===== src/rtl/core/lcs_pkg.sv =====
// Package for the longest common subsequence length engine.
// Holds request codes, the sequencer state type and the cell-unit control struct.
// No dependencies.
package lcs_pkg;

  localparam int CHAR_W = 8;
  localparam int REQ_W  = 2;
  localparam int OUT_W  = 7;

  localparam logic [REQ_W-1:0] REQ_LOAD_A  = 2'd0;
  localparam logic [REQ_W-1:0] REQ_LOAD_B  = 2'd1;
  localparam logic [REQ_W-1:0] REQ_COMPUTE = 2'd2;

  typedef enum logic [1:0] {
    S_IDLE,
    S_CELL,
    S_DRAIN,
    S_OUT
  } seq_state_t;

  typedef struct packed {
    logic issue;
    logic first_row;
    logic first_cell;
  } cell_ctrl_t;

endpackage


===== src/rtl/core/lcs_byte_mem.sv =====
// Byte-wide string store with one write port and one registered read port.
// Depends on lcs_pkg.
module lcs_byte_mem
  import lcs_pkg::*;
#(
  parameter int DEPTH = 64,
  parameter int AW    = 6
) (
  input  logic              clk,
  input  logic              wr_en,
  input  logic [AW-1:0]     wr_addr,
  input  logic [CHAR_W-1:0] wr_data,
  input  logic [AW-1:0]     rd_addr,
  output logic [CHAR_W-1:0] rd_data
);

  logic [CHAR_W-1:0] mem [DEPTH];

  always_ff @(posedge clk) begin
    if (wr_en) begin
      mem[wr_addr] <= wr_data;
    end
  end

  always_ff @(posedge clk) begin
    rd_data <= mem[rd_addr];
  end

endmodule


===== src/rtl/core/lcs_cell_unit.sv =====
// Shared table cell unit: holds the score row memory and computes one cell per cycle.
// Depends on lcs_pkg.
module lcs_cell_unit
  import lcs_pkg::*;
#(
  parameter int LW    = 7,
  parameter int DEPTH = 65
) (
  input  logic              clk,
  input  logic              rst,
  input  cell_ctrl_t        ctrl,
  input  logic [LW-1:0]     rd_addr,
  input  logic [CHAR_W-1:0] a_char,
  input  logic [CHAR_W-1:0] b_char,
  output logic [LW-1:0]     score
);

  logic [LW-1:0] row_mem [DEPTH];
  logic [LW-1:0] row_rdata;
  logic          v_d;
  logic          first_row_d;
  logic          first_cell_d;
  logic          fwd_d;
  logic [LW-1:0] wr_addr_d;
  logic [LW-1:0] diag;
  logic [LW-1:0] left;
  logic [LW-1:0] up;
  logic [LW-1:0] diag_in;
  logic [LW-1:0] left_in;
  logic [LW-1:0] cell_val;

  always_ff @(posedge clk) begin
    if (rst) begin
      v_d   <= 1'b0;
      fwd_d <= 1'b0;
    end else begin
      v_d   <= ctrl.issue;
      fwd_d <= ctrl.issue && v_d && (rd_addr == wr_addr_d);
    end
  end

  always_ff @(posedge clk) begin
    if (ctrl.issue) begin
      wr_addr_d    <= rd_addr;
      first_row_d  <= ctrl.first_row;
      first_cell_d <= ctrl.first_cell;
    end
    row_rdata <= row_mem[rd_addr];
    if (v_d) begin
      row_mem[wr_addr_d] <= cell_val;
      left               <= cell_val;
      diag               <= up;
    end
  end

  always_comb begin
    if (first_row_d) begin
      up = '0;
    end else if (fwd_d) begin
      up = left;
    end else begin
      up = row_rdata;
    end
    diag_in = first_cell_d ? '0 : diag;
    left_in = first_cell_d ? '0 : left;
    if (a_char == b_char) begin
      cell_val = diag_in + LW'(1);
    end else begin
      cell_val = (up > left_in) ? up : left_in;
    end
  end

  assign score = left;

endmodule


===== src/rtl/core/longest_common_subsequence_length.sv =====
// Longest common subsequence length engine, top level with load logic and sequencer.
// Loads are accepted while idle; a compute steps through S_CELL, one table cell per cycle, then
// S_DRAIN and S_OUT (S_OUT alone if either string is empty) until ready again; S_OUT waits out any m_tready stall.
// The block is not ready during a compute; the result sits in an output register.
// Reset clears the lengths, the overflow flag and the output valid; stores are not cleared.
// Depends on lcs_pkg, lcs_byte_mem and lcs_cell_unit.
module longest_common_subsequence_length
  import lcs_pkg::*;
#(
  parameter int MAX_LEN = 64
) (
  input  logic       clk,
  input  logic       rst,
  input  logic       s_tvalid,
  output logic       s_tready,
  input  logic [7:0] s_tdata,   // [7:0] char_value
  input  logic [1:0] s_tuser,   // [1:0] req_type
  output logic       m_tvalid,
  input  logic       m_tready,
  output logic [7:0] m_tdata,   // [6:0] lcs_length, [7] zero
  output logic [0:0] m_tuser    // [0] overflow
);

  localparam int LW = $clog2(MAX_LEN + 1);
  localparam int AW = (MAX_LEN > 1) ? $clog2(MAX_LEN) : 1;

  seq_state_t        state;
  seq_state_t        state_next;
  logic [LW-1:0]     length_a;
  logic [LW-1:0]     length_b;
  logic              dropped;
  logic              empty;
  logic [LW-1:0]     i;
  logic [LW-1:0]     j;
  logic [LW-1:0]     j_m1;
  logic              accept;
  logic              wr_a;
  logic              wr_b;
  logic              row_end;
  logic              last_row;
  logic              out_load;
  logic [LW-1:0]     result;
  logic [LW+6:0]     result_wide;
  logic [CHAR_W-1:0] a_char;
  logic [CHAR_W-1:0] b_char;
  logic [LW-1:0]     score;
  cell_ctrl_t        ctrl;

  assign accept   = s_tvalid && s_tready;
  assign wr_a     = accept && (s_tuser == REQ_LOAD_A) && (length_a < LW'(MAX_LEN));
  assign wr_b     = accept && (s_tuser == REQ_LOAD_B) && (length_b < LW'(MAX_LEN));
  assign j_m1     = j - LW'(1);
  assign row_end  = (j == length_b);
  assign last_row = ((i + LW'(1)) == length_a);
  assign result   = empty ? '0 : score;

  lcs_byte_mem #(.DEPTH(MAX_LEN), .AW(AW)) u_mem_a (
    .clk     (clk),
    .wr_en   (wr_a),
    .wr_addr (length_a[AW-1:0]),
    .wr_data (s_tdata),
    .rd_addr (i[AW-1:0]),
    .rd_data (a_char)
  );

  lcs_byte_mem #(.DEPTH(MAX_LEN), .AW(AW)) u_mem_b (
    .clk     (clk),
    .wr_en   (wr_b),
    .wr_addr (length_b[AW-1:0]),
    .wr_data (s_tdata),
    .rd_addr (j_m1[AW-1:0]),
    .rd_data (b_char)
  );

  lcs_cell_unit #(.LW(LW), .DEPTH(MAX_LEN + 1)) u_cell (
    .clk     (clk),
    .rst     (rst),
    .ctrl    (ctrl),
    .rd_addr (j),
    .a_char  (a_char),
    .b_char  (b_char),
    .score   (score)
  );

  always_comb begin
    state_next      = state;
    s_tready        = 1'b0;
    out_load        = 1'b0;
    ctrl.issue      = 1'b0;
    ctrl.first_row  = (i == '0);
    ctrl.first_cell = (j == LW'(1));
    case (state)
      S_IDLE: begin
        s_tready = 1'b1;
        if (s_tvalid && (s_tuser == REQ_COMPUTE)) begin
          if ((length_a == '0) || (length_b == '0)) begin
            state_next = S_OUT;
          end else begin
            state_next = S_CELL;
          end
        end
      end
      S_CELL: begin
        ctrl.issue = 1'b1;
        if (row_end && last_row) begin
          state_next = S_DRAIN;
        end
      end
      S_DRAIN: begin
        state_next = S_OUT;
      end
      S_OUT: begin
        if (!m_tvalid || m_tready) begin
          out_load   = 1'b1;
          state_next = S_IDLE;
        end
      end
      default: begin
        state_next = S_IDLE;
      end
    endcase
  end

  always_ff @(posedge clk) begin
    if (rst) begin
      state <= S_IDLE;
    end else begin
      state <= state_next;
    end
  end

  always_ff @(posedge clk) begin
    if (rst) begin
      length_a <= '0;
      length_b <= '0;
      dropped  <= 1'b0;
      m_tvalid <= 1'b0;
    end else begin
      if (wr_a) begin
        length_a <= length_a + LW'(1);
      end
      if (wr_b) begin
        length_b <= length_b + LW'(1);
      end
      if (accept && (s_tuser == REQ_LOAD_A) && !wr_a) begin
        dropped <= 1'b1;
      end
      if (accept && (s_tuser == REQ_LOAD_B) && !wr_b) begin
        dropped <= 1'b1;
      end
      if (out_load) begin
        m_tvalid <= 1'b1;
        length_a <= '0;
        length_b <= '0;
        dropped  <= 1'b0;
      end else if (m_tready) begin
        m_tvalid <= 1'b0;
      end
    end
  end

  assign result_wide = {7'd0, result};

  always_ff @(posedge clk) begin
    if (accept && (s_tuser == REQ_COMPUTE)) begin
      empty <= (length_a == '0) || (length_b == '0);
      i     <= '0;
      j     <= LW'(1);
    end else if (state == S_CELL) begin
      if (row_end) begin
        j <= LW'(1);
        if (!last_row) begin
          i <= i + LW'(1);
        end
      end else begin
        j <= j + LW'(1);
      end
    end
    if (out_load) begin
      m_tdata <= {1'b0, result_wide[OUT_W-1:0]};
      m_tuser <= dropped;
    end
  end

endmodule

===== config.mk =====
export PLATFORM = sky130hd
export DESIGN_NAME = longest_common_subsequence_length
export DESIGN_NICKNAME = d
export VERILOG_FILES = /design/src/rtl/core/lcs_pkg.sv /design/src/rtl/core/lcs_byte_mem.sv /design/src/rtl/core/lcs_cell_unit.sv /design/src/rtl/core/longest_common_subsequence_length.sv
export SDC_FILE = /design/constraint.sdc
export NUM_CORES = 2
export LEC_CHECK = 0
export ABC_CLOCK_PERIOD_IN_PS = 5420
export BUFFER_PORTS_ARGS = -buffer_cell sky130_fd_sc_hd__buf_2
export CAP_MARGIN = 20
export CELL_PAD_IN_SITES_DETAIL_PLACEMENT = 1
export CELL_PAD_IN_SITES_GLOBAL_PLACEMENT = 2
export CORE_UTILIZATION = 51
export DETAILED_ROUTE_END_ITERATION = 8
export HOLD_SLACK_MARGIN = 0.08
export PLACE_DENSITY = 0.84
export SLEW_MARGIN = 25
export SYNTH_ARGS = -nofsm -noshare
export SYNTH_HDL_FRONTEND = slang
export SYNTH_SLANG_ARGS = --single-unit

===== constraint.sdc =====
create_clock -name clk -period 5.42 [get_ports clk]
set_input_delay 1.355 -clock clk [delete_from_list [all_inputs] [get_ports clk]]
set_output_delay 1.355 -clock clk [all_outputs]
set_load 0.05 [all_outputs]

==> flow_metrics.env <==
export IMPL_status="finished clean"
export IMPL_startpoint="state[0]"
export IMPL_grt_pass1_vias=32113
export IMPL_drc=0
export IMPL_ant_nets=0
export IMPL_tightest_slew_ns=1.15
export IMPL_n_antenna_cell=0
export IMPL_dp_cells=4552
export IMPL_grt_overflow_total=0
export IMPL_grt_first_pass_wirelength_um=220000
export IMPL_slowest_stage="nor2_1"
export IMPL_fin_crit_ns=4.10
export IMPL_cts_clk_slew_worst_paths_ns=0.06
export IMPL_setup_viol=0
export IMPL_areaGrowthSynthToFinish_pct=12.4
export IMPL_grt_max_degree=98
export IMPL_finalMaxSlewViolations=0
export IMPL_synth_seq_area_share=0.755
export IMPL_final_hold_viol_count=0
export IMPL_synth_edf_count=1511
export IMPL_initial_utilization=0.514
export IMPL_p_int_uw=24900
export IMPL_coreArea_mm2=0.120
export IMPL_ys_ff_latch=1568
export IMPL_async_reset_ff_frac=0
export IMPL_yosysTopAreaCell="edfxtp_1"
export IMPL_cts_resized=0
export IMPL_cts_inserted_buffers=159
export IMPL_criticalPathCategory="flip-flop to flip-flop"
export IMPL_period_share=0.756
export IMPL_synth_cells=2998
export IMPL_powerDensity_mw_per_mm2=510
export IMPL_vias_per_cell=6.24
export IMPL_yosys_warnings=0
export IMPL_clock_latency_ns=0.79
export IMPL_cp_max_fo=9
export IMPL_drt_total_wl_um=149000
export IMPL_seqPwrFrac=0.424
export IMPL_synth_area_top_cells="edfxtp_1 74%, mux4_2 15%, dfxtp_1 1.9%"
export IMPL_drive_above_1_share=0.247
export IMPL_place_gp_congestion=0.883
export IMPL_cts_sinks=1568
export IMPL_fin_nets=3142
export IMPL_row_count=127
export IMPL_cp_cell_sequence="inv_1 -> ha_1 -> nand2_1 -> nor4b_2 -> buf_4 -> and2_1 -> nand3_1 -> nor2_1"
export IMPL_cts_root_buffer="clkbuf_16"
export IMPL_holdBufCountCts=0
export IMPL_relSlewSlack=0.230
export IMPL_synth_flop_cell="edfxtp_1"
export IMPL_synth_top_area_share=0.736
export IMPL_setup_tns_ns=0
export IMPL_fmax_ghz=0.244
export IMPL_cp_data_arrival_time_ns=4.51
export IMPL_avgRoutedWirePerCell_um=30.8
export IMPL_synth_area_per_cell_um2=20.6
export IMPL_p_leak_uw=0.0215
export IMPL_cp_num_buf_inv=2
export IMPL_syn_cell_area_mm2=0.0616
export IMPL_skew_ns=0.0272
export IMPL_p_sw_frac=0.296
export IMPL_gr_usage_all_layers=0.249
export IMPL_cap_violations=0
export IMPL_die_area_mm2=0.122
export IMPL_syn_nets=3033
export IMPL_stdcell_count=4852
export IMPL_crit_family="simple AND/OR/NAND/NOR gates"
export IMPL_drtPass1Iterations=5
export IMPL_numPortBuffers=23
export IMPL_rsz0062_at_grt="no"
export IMPL_clockPowerShare=0.310
export IMPL_slowest_delay_ns=0.84
export IMPL_dpl_hpwl_um=92000
export IMPL_pwr_share_comb=0.266
export IMPL_die_w_um=350
export IMPL_min_delay_start="dropped"
export IMPL_first_iter_violations=3157
export IMPL_tritoncts="done"
export IMPL_postCtsSetupBuffers=0
export IMPL_vias=30254
export IMPL_antenna_found_initial=1
export IMPL_netSwitchingPower_uw=10500
export IMPL_ir_drop_v=0.000362
export IMPL_io_pins=25
export IMPL_endpoint_kind="flip-flop"
export IMPL_fp_dieH_um=350
export IMPL_critPathRequiredTime_ns=5.83
export IMPL_yosysUniqueCellTypes=68
export IMPL_htree_levels=4
export IMPL_cts_buffer_depth=3
export IMPL_start_kind="flip-flop"
export IMPL_min_path_type="flip-flop to flip-flop"
export IMPL_reg2reg_from="state[0]"
metal layers:
| metal | wire length, um | global-route usage |
|---|---|---|
| met5 | 0 | 0 |
| met1 | 60600 | 0.343 |
| met3 | 9400 | 0.0388 |
| met4 | 3360 | 0.0663 |
| met2 | 75900 | 0.418 |
layout by cell type, fill, tap and decap left out, types with 18 or more instances in the layout:
master,netlist,routed
edfxtp_1,1511,1511
mux4_2,414,414
nor2_1,287,287
clkbuf_16,0,164
nand2_1,86,86
buf_4,12,83
dfxtp_1,57,49
mux2i_1,45,44
clkbuf_1,77,37
nand3_1,36,36
xor2_1,31,29
clkinv_1,1,27
o22ai_1,30,26
nor2b_1,26,25
nand2b_1,25,25
xnor2_1,22,21
ha_1,21,20
clkinv_2,0,19
o21ai_0,18,18
power by group through the flow:
stage	clock network (uW)	logic [uW]	registers, uW
CTS	11100	9260	15000
global placement	0	8820	15300
floorplan	0	6320	14900
detailed placement	0	9170	15300
global route	11500	9920	15000
finish	10900	9410	15000
sequential cells by signal, summed over array words and instances, names as in the netlist, 8 cells and up:
name / flops
u_mem_a.mem: 512
u_mem_b.mem: 512
u_cell.row_mem: 455
u_mem_a.rd_data: 8
u_mem_b.rd_data: 8
worst register-to-register path: cells and delay by family, from the launching register on:
family / cells / cell delay, ns
fa+ha+maj: 1 / 0.47
buf+inv: 2 / 0.38
flops: 1 / 0.34
simple gates: 5 / 2.53
final cells by class:
class,count,area (um2)
Clock buffer,209,4350
Fill cell,10151,50500
Inverter,19,71.3
Multi-Input combinational cell,1249,14500
Timing Repair Buffer,110,946
Sequential cell,1568,46500
Tap cell,1612,2020
Clock inverter,85,881
synth_stat cells (all sizes together), types with 6 or more instances:
cell and n:
edfxtp 1511, mux4 417, nor2 287, nand2 86, buf 84, clkbuf 78, dfxtp 57, mux2i 45
nand3 36, xor2 32, o22ai 30, nor2b 26, nand2b 25, xnor2 22, ha 21, inv 18
o21ai 18, a21oi 15, a211oi 14, and3 14, nand4 13, and2 12, a31oi 10, o211ai 9
a22oi 8, nor3 8, nor4 8, a2111oi 7, a221o 7, mux2 7, or2 7, or3 7
a221oi 6, nand3b 6
worst paths after layout:
path	end	slack, ns	depth (start not counted)
worst max-delay path	u_mem_b.mem[62][4]	1.32	8
worst min-delay path	m_tuser	0.44	0
worst max register to register	u_mem_b.mem[62][4]	1.32	8
worst min register to register	m_tuser	0.44	0
logic make-up after synthesis:
kind of cell    synth area share
compound gates            0.0183
xor+xnor                 0.00780
fa+ha+maj                0.00426
buf+inv                   0.0133
flops                      0.755
mux                        0.161
other cells            0.0000609
simple gates              0.0403
per-stage QoR:
step | total power, uW | util | instance area (um2) | setup slack [ns] | hold slack [ns]
2_1_floorplan | 21200 | - | 61600 | 0.714 | 0.406
3_3_place_gp | 24100 | 0.533 | 63800 | 1.06 | 0.413
3_5_place_dp | 24500 | 0.533 | 63900 | 0.837 | 0.441
4_1_cts | 35400 | 0.577 | 69100 | 1.24 | 0.440
5_1_grt | 36400 | 0.578 | 69300 | 1.19 | 0.450
6_report | 35300 | 0.578 | 69300 | 1.32 | 0.442
No activity file was read; power rests on OpenSTA's default activity.
